<file path="src/hdl/scd_pkg.sv">
`timescale 1ns / 1ps
// ----------------------------------------------------------------------------
// scd_pkg
// Shared constants, types and lookup functions for the scan code decoder.
// ----------------------------------------------------------------------------
package scd_pkg;

  // default size of the key-down map
  localparam int NUM_KEYS_DEF = 86;

  // widths of the stream beats
  localparam int CODE_W     = 8;
  localparam int MAKE_W     = 7;
  localparam int CHAR_W     = 7;
  localparam int SLOT_RAW_W = 7;
  localparam int OUT_DATA_W = 16;

  // map slots of the keys that steer the decoder
  localparam logic [SLOT_RAW_W-1:0] SLOT_ESC    = 7'd0;
  localparam logic [SLOT_RAW_W-1:0] SLOT_CTRL   = 7'd27;
  localparam logic [SLOT_RAW_W-1:0] SLOT_LSHIFT = 7'd40;
  localparam logic [SLOT_RAW_W-1:0] SLOT_RSHIFT = 7'd52;

  // make codes with special meaning
  localparam logic [MAKE_W-1:0] MAKE_BACKSPACE = 7'h0E;
  localparam logic [MAKE_W-1:0] MAKE_HOLE      = 7'h54;
  localparam logic [MAKE_W-1:0] MAKE_LAST      = 7'h58;

  // character answered when the escape combo is held
  localparam logic [CHAR_W-1:0] CHAR_SPACE = 7'h20;

  // modifier view handed from the key map to the translator
  typedef struct packed {
    logic combo;
    logic shift;
  } key_status_t;

  // slot lookup result
  typedef struct packed {
    logic                  valid;
    logic [SLOT_RAW_W-1:0] slot;
  } slot_t;

  // key known to the decoder (backspace included)
  function automatic logic code_known(input logic [MAKE_W-1:0] make);
    code_known = (make != '0) && (make <= MAKE_LAST) && (make != MAKE_HOLE);
  endfunction

  // map slot of a make code; backspace and the hole have none
  function automatic slot_t slot_of(input logic [MAKE_W-1:0] make);
    slot_t s;
    s.valid = 1'b0;
    s.slot  = '0;
    case (make) inside
      [7'h01:7'h0D]: begin
        s.valid = 1'b1;
        s.slot  = make - 7'd1;
      end
      [7'h0F:7'h53]: begin
        s.valid = 1'b1;
        s.slot  = make - 7'd2;
      end
      [7'h55:7'h58]: begin
        s.valid = 1'b1;
        s.slot  = make - 7'd3;
      end
      default: begin
        s.valid = 1'b0;
        s.slot  = '0;
      end
    endcase
    slot_of = s;
  endfunction

  // unshifted character of a key
  function automatic logic [CHAR_W-1:0] plain_char(input logic [MAKE_W-1:0] make);
    case (make)
      7'h02: plain_char = 7'h31;
      7'h03: plain_char = 7'h32;
      7'h04: plain_char = 7'h33;
      7'h05: plain_char = 7'h34;
      7'h06: plain_char = 7'h35;
      7'h07: plain_char = 7'h36;
      7'h08: plain_char = 7'h37;
      7'h09: plain_char = 7'h38;
      7'h0A: plain_char = 7'h39;
      7'h0B: plain_char = 7'h30;
      7'h0C: plain_char = 7'h2D;
      7'h0D: plain_char = 7'h3D;
      7'h0F: plain_char = 7'h09;
      7'h10: plain_char = 7'h71;
      7'h11: plain_char = 7'h77;
      7'h12: plain_char = 7'h65;
      7'h13: plain_char = 7'h72;
      7'h14: plain_char = 7'h74;
      7'h15: plain_char = 7'h79;
      7'h16: plain_char = 7'h75;
      7'h17: plain_char = 7'h69;
      7'h18: plain_char = 7'h6F;
      7'h19: plain_char = 7'h70;
      7'h1A: plain_char = 7'h5B;
      7'h1B: plain_char = 7'h5D;
      7'h1C: plain_char = 7'h0A;
      7'h1E: plain_char = 7'h61;
      7'h1F: plain_char = 7'h73;
      7'h20: plain_char = 7'h64;
      7'h21: plain_char = 7'h66;
      7'h22: plain_char = 7'h67;
      7'h23: plain_char = 7'h68;
      7'h24: plain_char = 7'h6A;
      7'h25: plain_char = 7'h6B;
      7'h26: plain_char = 7'h6C;
      7'h27: plain_char = 7'h3B;
      7'h28: plain_char = 7'h27;
      7'h29: plain_char = 7'h60;
      7'h2B: plain_char = 7'h5C;
      7'h2C: plain_char = 7'h7A;
      7'h2D: plain_char = 7'h78;
      7'h2E: plain_char = 7'h63;
      7'h2F: plain_char = 7'h76;
      7'h30: plain_char = 7'h62;
      7'h31: plain_char = 7'h6E;
      7'h32: plain_char = 7'h6D;
      7'h33: plain_char = 7'h2C;
      7'h34: plain_char = 7'h2E;
      7'h35: plain_char = 7'h2F;
      7'h39: plain_char = 7'h20;
      7'h47: plain_char = 7'h37;
      7'h48: plain_char = 7'h38;
      7'h49: plain_char = 7'h39;
      7'h4A: plain_char = 7'h2D;
      7'h4B: plain_char = 7'h34;
      7'h4C: plain_char = 7'h35;
      7'h4D: plain_char = 7'h36;
      7'h4F: plain_char = 7'h31;
      7'h50: plain_char = 7'h32;
      7'h51: plain_char = 7'h33;
      7'h52: plain_char = 7'h30;
      7'h53: plain_char = 7'h2E;
      default: plain_char = 7'h00;
    endcase
  endfunction

  // shifted character of a key; keypad follows the main row pairing
  function automatic logic [CHAR_W-1:0] shifted_char(input logic [MAKE_W-1:0] make);
    case (make)
      7'h02: shifted_char = 7'h21;
      7'h03: shifted_char = 7'h40;
      7'h04: shifted_char = 7'h23;
      7'h05: shifted_char = 7'h24;
      7'h06: shifted_char = 7'h25;
      7'h07: shifted_char = 7'h5E;
      7'h08: shifted_char = 7'h26;
      7'h09: shifted_char = 7'h2A;
      7'h0A: shifted_char = 7'h28;
      7'h0B: shifted_char = 7'h29;
      7'h0C: shifted_char = 7'h5F;
      7'h0D: shifted_char = 7'h2B;
      7'h0F: shifted_char = 7'h09;
      7'h10: shifted_char = 7'h51;
      7'h11: shifted_char = 7'h57;
      7'h12: shifted_char = 7'h45;
      7'h13: shifted_char = 7'h52;
      7'h14: shifted_char = 7'h54;
      7'h15: shifted_char = 7'h59;
      7'h16: shifted_char = 7'h55;
      7'h17: shifted_char = 7'h49;
      7'h18: shifted_char = 7'h4F;
      7'h19: shifted_char = 7'h50;
      7'h1A: shifted_char = 7'h7B;
      7'h1B: shifted_char = 7'h7D;
      7'h1C: shifted_char = 7'h0A;
      7'h1E: shifted_char = 7'h41;
      7'h1F: shifted_char = 7'h53;
      7'h20: shifted_char = 7'h44;
      7'h21: shifted_char = 7'h46;
      7'h22: shifted_char = 7'h47;
      7'h23: shifted_char = 7'h48;
      7'h24: shifted_char = 7'h4A;
      7'h25: shifted_char = 7'h4B;
      7'h26: shifted_char = 7'h4C;
      7'h27: shifted_char = 7'h3A;
      7'h28: shifted_char = 7'h22;
      7'h29: shifted_char = 7'h7E;
      7'h2B: shifted_char = 7'h7C;
      7'h2C: shifted_char = 7'h5A;
      7'h2D: shifted_char = 7'h58;
      7'h2E: shifted_char = 7'h43;
      7'h2F: shifted_char = 7'h56;
      7'h30: shifted_char = 7'h42;
      7'h31: shifted_char = 7'h4E;
      7'h32: shifted_char = 7'h4D;
      7'h33: shifted_char = 7'h3C;
      7'h34: shifted_char = 7'h3E;
      7'h35: shifted_char = 7'h3F;
      7'h39: shifted_char = 7'h20;
      7'h47: shifted_char = 7'h26;
      7'h48: shifted_char = 7'h2A;
      7'h49: shifted_char = 7'h28;
      7'h4A: shifted_char = 7'h5F;
      7'h4B: shifted_char = 7'h24;
      7'h4C: shifted_char = 7'h25;
      7'h4D: shifted_char = 7'h5E;
      7'h4F: shifted_char = 7'h21;
      7'h50: shifted_char = 7'h40;
      7'h51: shifted_char = 7'h23;
      7'h52: shifted_char = 7'h29;
      7'h53: shifted_char = 7'h3E;
      default: shifted_char = 7'h00;
    endcase
  endfunction

endpackage

</file>
<file path="src/hdl/scd_key_map.sv">
`timescale 1ns / 1ps
// ----------------------------------------------------------------------------
// scd_key_map
// Key-down map and shift flag; reports the modifier view after the update
// made by the code in the input register.
// ----------------------------------------------------------------------------
module scd_key_map
  import scd_pkg::*;
#(
  parameter int NUM_KEYS = NUM_KEYS_DEF
) (
  input  logic              clk,
  input  logic              rst,
  input  logic [CODE_W-1:0] code,      // code held in the input register
  input  logic              commit,    // code moves on this cycle
  output key_status_t       status
);

  localparam int SLOT_W = $clog2(NUM_KEYS);

  logic [NUM_KEYS-1:0] key_down_map;
  logic                shift_active;
  logic                shift_active_next;

  logic [MAKE_W-1:0]   make;
  logic                release_bit;
  slot_t               slot_info;
  logic                map_write;
  logic [SLOT_W-1:0]   slot_idx;
  logic                esc_down;
  logic                ctrl_down;
  logic                lshift_down;
  logic                rshift_down;
  logic                any_shift;
  logic                combo;

  // decode the held code
  always_comb begin
    make        = code[MAKE_W-1:0];
    release_bit = code[CODE_W-1];
    slot_info   = slot_of(make);
    map_write   = code_known(make) && slot_info.valid;
    slot_idx    = SLOT_W'(slot_info.slot);
  end

  // modifier bits as they stand after this code's update
  always_comb begin
    esc_down    = (map_write && slot_info.slot == SLOT_ESC) ?
                  !release_bit : key_down_map[SLOT_ESC];
    ctrl_down   = (map_write && slot_info.slot == SLOT_CTRL) ?
                  !release_bit : key_down_map[SLOT_CTRL];
    lshift_down = (map_write && slot_info.slot == SLOT_LSHIFT) ?
                  !release_bit : key_down_map[SLOT_LSHIFT];
    rshift_down = (map_write && slot_info.slot == SLOT_RSHIFT) ?
                  !release_bit : key_down_map[SLOT_RSHIFT];
    any_shift   = lshift_down || rshift_down;
    combo       = ctrl_down && any_shift && esc_down;
    // shift is left alone while the combo is held
    shift_active_next = combo ? shift_active : any_shift;
    status.combo = combo;
    status.shift = shift_active_next;
  end

  // map and shift state
  always_ff @(posedge clk) begin
    if (rst) begin
      key_down_map <= '0;
      shift_active <= 1'b0;
    end else if (commit) begin
      if (map_write) begin
        key_down_map[slot_idx] <= !release_bit;
      end
      shift_active <= shift_active_next;
    end
  end

endmodule

</file>
<file path="src/hdl/scd_xlate.sv">
`timescale 1ns / 1ps
// ----------------------------------------------------------------------------
// scd_xlate
// Character lookup and the result register on the master side.
// ----------------------------------------------------------------------------
module scd_xlate
  import scd_pkg::*;
(
  input  logic                  clk,
  input  logic                  rst,
  input  logic [CODE_W-1:0]     code,
  input  key_status_t           status,
  input  logic                  load,      // take a new result this cycle
  output logic                  free,      // result register can take a beat
  output logic                  m_tvalid,
  input  logic                  m_tready,
  output logic [OUT_DATA_W-1:0] m_tdata    // ascii_char[6:0], key_pressed[7], combo_hit[8]
);

  logic [MAKE_W-1:0] make;
  logic [CHAR_W-1:0] ascii_char;
  logic              key_pressed;

  // table lookup with shift applied; space while the combo is held
  always_comb begin
    make        = code[MAKE_W-1:0];
    key_pressed = code_known(make) && !code[CODE_W-1];
    if (status.combo) begin
      ascii_char = CHAR_SPACE;
    end else if (status.shift) begin
      ascii_char = shifted_char(make);
    end else begin
      ascii_char = plain_char(make);
    end
  end

  assign free = !m_tvalid || m_tready;

  // result valid
  always_ff @(posedge clk) begin
    if (rst) begin
      m_tvalid <= 1'b0;
    end else if (load) begin
      m_tvalid <= 1'b1;
    end else if (m_tready) begin
      m_tvalid <= 1'b0;
    end
  end

  // result payload
  always_ff @(posedge clk) begin
    if (load) begin
      m_tdata <= {(OUT_DATA_W - CHAR_W - 2)'(0), status.combo, key_pressed, ascii_char};
    end
  end

endmodule

</file>
<file path="src/hdl/scan_code_to_ascii_decoder.sv">
`timescale 1ns / 1ps
// Path: an accepted input beat is held in the input register, then moves to the result register when it has room.
// Throughput: one scan code per cycle; the input register and the result
// register pass beats every cycle while the output side keeps taking them.
// Reset (synchronous): clears the key-down map, the shift flag and both
// valid flags; no beat is held after reset.
// ----------------------------------------------------------------------------
// scan_code_to_ascii_decoder
// Scan code set 1 bytes in, ASCII characters with key and combo flags out.
// ----------------------------------------------------------------------------
module scan_code_to_ascii_decoder
  import scd_pkg::*;
#(
  parameter int NUM_KEYS = NUM_KEYS_DEF
) (
  input  logic                  clk,
  input  logic                  rst,
  input  logic                  s_tvalid,
  output logic                  s_tready,
  input  logic [CODE_W-1:0]     s_tdata,   // scan_code[7:0]
  output logic                  m_tvalid,
  input  logic                  m_tready,
  output logic [OUT_DATA_W-1:0] m_tdata    // ascii_char[6:0], key_pressed[7], combo_hit[8]
);

  logic              in_valid;
  logic [CODE_W-1:0] in_code;
  logic              free;
  logic              advance;
  key_status_t       status;

  // input register moves on when the result register has room
  assign advance  = in_valid && free;
  assign s_tready = !in_valid || free;

  always_ff @(posedge clk) begin
    if (rst) begin
      in_valid <= 1'b0;
    end else if (s_tready) begin
      in_valid <= s_tvalid;
    end
  end

  always_ff @(posedge clk) begin
    if (s_tready && s_tvalid) begin
      in_code <= s_tdata;
    end
  end

  // key map and modifiers
  scd_key_map #(
    .NUM_KEYS (NUM_KEYS)
  ) u_key_map (
    .clk    (clk),
    .rst    (rst),
    .code   (in_code),
    .commit (advance),
    .status (status)
  );

  // translation and result beat
  scd_xlate u_xlate (
    .clk      (clk),
    .rst      (rst),
    .code     (in_code),
    .status   (status),
    .load     (advance),
    .free     (free),
    .m_tvalid (m_tvalid),
    .m_tready (m_tready),
    .m_tdata  (m_tdata)
  );

endmodule

</file>
<file path="config.mk">
export PLATFORM = sky130hd
export DESIGN_NAME = scan_code_to_ascii_decoder
export DESIGN_NICKNAME = d
export VERILOG_FILES = /design/src/hdl/scd_pkg.sv /design/src/hdl/scd_key_map.sv /design/src/hdl/scd_xlate.sv /design/src/hdl/scan_code_to_ascii_decoder.sv
export SDC_FILE = /design/constraint.sdc
export NUM_CORES = 1
export LEC_CHECK = 0
export BUFFER_PORTS_ARGS = -buffer_cell sky130_fd_sc_hd__buf_2
export CORE_MARGIN = 8
export CORE_UTILIZATION = 61
export CTS_BUF_LIST = sky130_fd_sc_hd__clkbuf_8 sky130_fd_sc_hd__clkbuf_16
export DETAILED_ROUTE_END_ITERATION = 16
export GPL_ROUTABILITY_DRIVEN = 0
export GPL_TIMING_DRIVEN = 1
export PLACE_DENSITY = 0.82
export SETUP_SLACK_MARGIN = 0.02
export SLEW_MARGIN = 30
export SYNTH_ARGS = -nofsm -noshare
export SYNTH_HDL_FRONTEND = slang
export SYNTH_SLANG_ARGS = --single-unit
</file>
<file path="constraint.sdc">
create_clock -name clk -period 4.25 [get_ports clk]
set_input_delay 0.425 -clock clk [delete_from_list [all_inputs] [get_ports clk]]
set_output_delay 0.425 -clock clk [all_outputs]
set_load 0.01 [all_outputs]
</file>
==> qor.csv <==
metric,value,unit
status,completed,
Lkg Pwr,1.47,nW
Register Area,911,µm²
H-tree lvl count,2,
initial antenna violation count,0,
Peak supply drop,0.000185,V
Longest Clk Path Bufs,2,
Worst Max-Slew Pin Slew,0.696,ns
r2r endpoint,u_xlate.m_tdata[0],
async set-reset flop share out of synthesis,0,%
"count leader, synth",a21oi_1,
Post-Synthesis Cells,441,
RSZ-0062 raised after global routing,false,
YS warnings,0,
nets,484,
die width,91.2,µm
Final Cell Area,3690,µm²
Hold Crit Depth,1,
via count,3544,
"Clk Latency, worst-skew pair",0.29,ns
TritonCTS buffer count,5,
die footprint,8310,µm²
critical path capture point type,flop,
fin crit share,88.1,%
Required @ worst endpoint,4.29,ns
Fin Setup TNS,0,ns
share of cells above drive strength 1,13.4,%
footprint of the multi-input gates,2300,µm²
Min-Delay Path Class,input port to flop,
DP Worst Slack,0.603,ns
CTS tree,done,
worst hold endpoint,in_code[7],
R2R Path Start,in_code[0],
Global Route Usage Sum,22.7,%
Post-CTS Setup Bufs,0,
sequential fraction of the synthesis area,26.4,%
final setup vio count,0,
Area after DPL,3600,µm²
number of flops mapped to enable cells by yosys,17,
WP buf/inv,0,
largest net degree at the start of global routing,36,
Final min period,3.74,ns
Synth Register Bits,37,
main area contributors after synthesis,"edfxtp_1, dfxtp_1, ha_1, a21oi_1, nor2_1",
DRC viols,0,
Fmax,0.267,GHz
number of hold buffers added after cts,0,
Detailed Route WL,9410,µm
Initial DRC Count,422,
R2R setup slack,0.51,ns
vias in the first global route,3379,
Core ar.,5470,µm²
Post-DP HPWL,6870,µm
Inst Count DP,518,
worst-path fanout max,16,
clk slew on worst S/H paths,0.08,ns
post-route ant nets,0,
cell depth of the worst flop-to-flop path,9,
Rows,27,
Area Overhead vs Synth,6.93,%
DIE HEIGHT,91.2,µm
WL per Instance,17.9,µm
slew margin rel.,53.4,%
synth unique cells,65,
I/O pins,30,
max cap viols,0,
hold path start,s_tdata[7],
first-pass GRT wire length,16000,µm
max-slew violations,0,
WP data arrival,3.78,ns
CP Cell Sequence,"ha_1, nand3b_1, a21boi_0, nor3_1, o31ai_1, a211oi_1, o211ai_1, a31oi_1, mux2_2",
pwr/cell area,283,nW/µm²
Post-Route Skew,0.00946,ns
"top cells by count, synth","a21oi_1, nor2_1, nand2_1, nor3_1",
Initial Util,63.0,%
Main synth FF type,dfxtp_1,
IO Port Bufs,22,
Final WS setup,0.507,ns
fill cell count,485,
post-synth top area share,14.8,%
post-layout util,67.4,%
Post-Syn Area,3450,µm²
# clock sinks,37,
post-route non-filler standard cell count,526,
CP max stage delay,0.63,ns
Synth area leader,edfxtp_1,
cell family with most CP delay,compound AO/OA/AOI/OAI gates,
clk root buf,clkbuf_8,
final hold viol count,0,
# diodes,0,
drt first pass iters,5,
post-CTS sizing,0,
Setup crit start kind,flop,
crit path kind,flop to flop,
Overflow after GRT,0,
synthesized area per cell,7.82,µm²
vias per cell,6.74,
Crit-path slowest cell,edfxtp_1,
## power breakdown
part           internal [mW]  total [mW]  switching [mW]
combinational          0.144       0.382           0.238
sequential             0.408       0.429          0.0208
clock                  0.111       0.234           0.123
## layer usage
layer / global-route usage (%) / routed length (µm) / part of all wire, % / vias up
met1: 26.3 / 3690 / 39 / 1629
met4: 13.5 / 452 / 4.8 / 0
met5: 0 / 0 / 0 / -
met3: 3.79 / 715 / 7.6 / 47
met2: 38.5 / 4550 / 48 / 202
li1: - / - / - / 1666
## area by class of cell
class,instances,share of cell area (%)
clock buffer,5,1.87
clock inverter,3,0.373
inverter,26,2.65
multi-input combinational,348,62.3
sequential,37,24.7
tap,72,2.44
timing repair buffer,35,5.63
## layout by cell type (no fill, tap or decap), types with 4 or more instances in the layout
master / netlist / final
a221oi_1: 5 / 5
clkbuf_8: 0 / 5
mux2i_1: 8 / 7
ha_1: 19 / 19
inv_1: 24 / 25
nand3_1: 10 / 10
o21a_1: 4 / 4
nor3b_1: 4 / 4
a211oi_1: 12 / 12
and3_1: 4 / 4
conb_1: 1 / 7
o22ai_1: 14 / 14
dfxtp_1: 20 / 20
a21o_1: 8 / 8
xnor2_1: 4 / 4
edfxtp_1: 17 / 17
nand4_1: 4 / 4
nor2_1: 36 / 36
nand2_1: 32 / 32
mux2_2: 9 / 9
o211ai_1: 5 / 5
buf_4: 7 / 13
nor3_1: 25 / 25
buf_2: 4 / 22
a31oi_1: 17 / 17
o21ai_0: 20 / 20
a21oi_1: 38 / 38
a22o_1: 4 / 4
## per-stage QoR
step	hold slack, ns	total power [mW]
5_1_grt	0.305	1.11
2_1_floorplan	0.433	0.714
3_3_place_gp	0.455	0.800
3_5_place_dp	0.468	0.806
4_1_cts	0.306	1.04
6_report	0.315	1.05
## worst max path at each step
stage	depth (start not counted)	slack (ns)	end	startpoint
4_1_cts	9	0.59	u_xlate.m_tdata[1]	in_code[0]
3_5_place_dp	9	0.60	u_xlate.m_tdata[1]	in_code[0]
2_1_floorplan	11	0.68	u_xlate.m_tdata[0]	in_code[2]
3_3_place_gp	10	0.72	u_xlate.m_tdata[2]	in_code[1]
5_1_grt	9	0.24	u_xlate.m_tdata[0]	in_code[0]
6_report	9	0.51	u_xlate.m_tdata[0]	in_code[0]
## logic make-up (layout without fill, tap and decap cells)
| group | Yosys count | in the layout | share of synthesized area [%] |
|---|---|---|---|
| AOI/OAI and AO/OA | 163 | 163 | 32.4 |
| and+or+nand+nor | 135 | 135 | 19.4 |
| buffers and inverters | 62 | 69 | 7.69 |
| DFF | 37 | 37 | 26.4 |
| adders and majority gates | 19 | 19 | 6.89 |
| muxes | 17 | 17 | 5.26 |
| xor gates and xnor gates | 7 | 7 | 1.78 |
| other | 1 | 7 | 0.109 |
No activity file was read; power rests on OpenSTA's default activity.
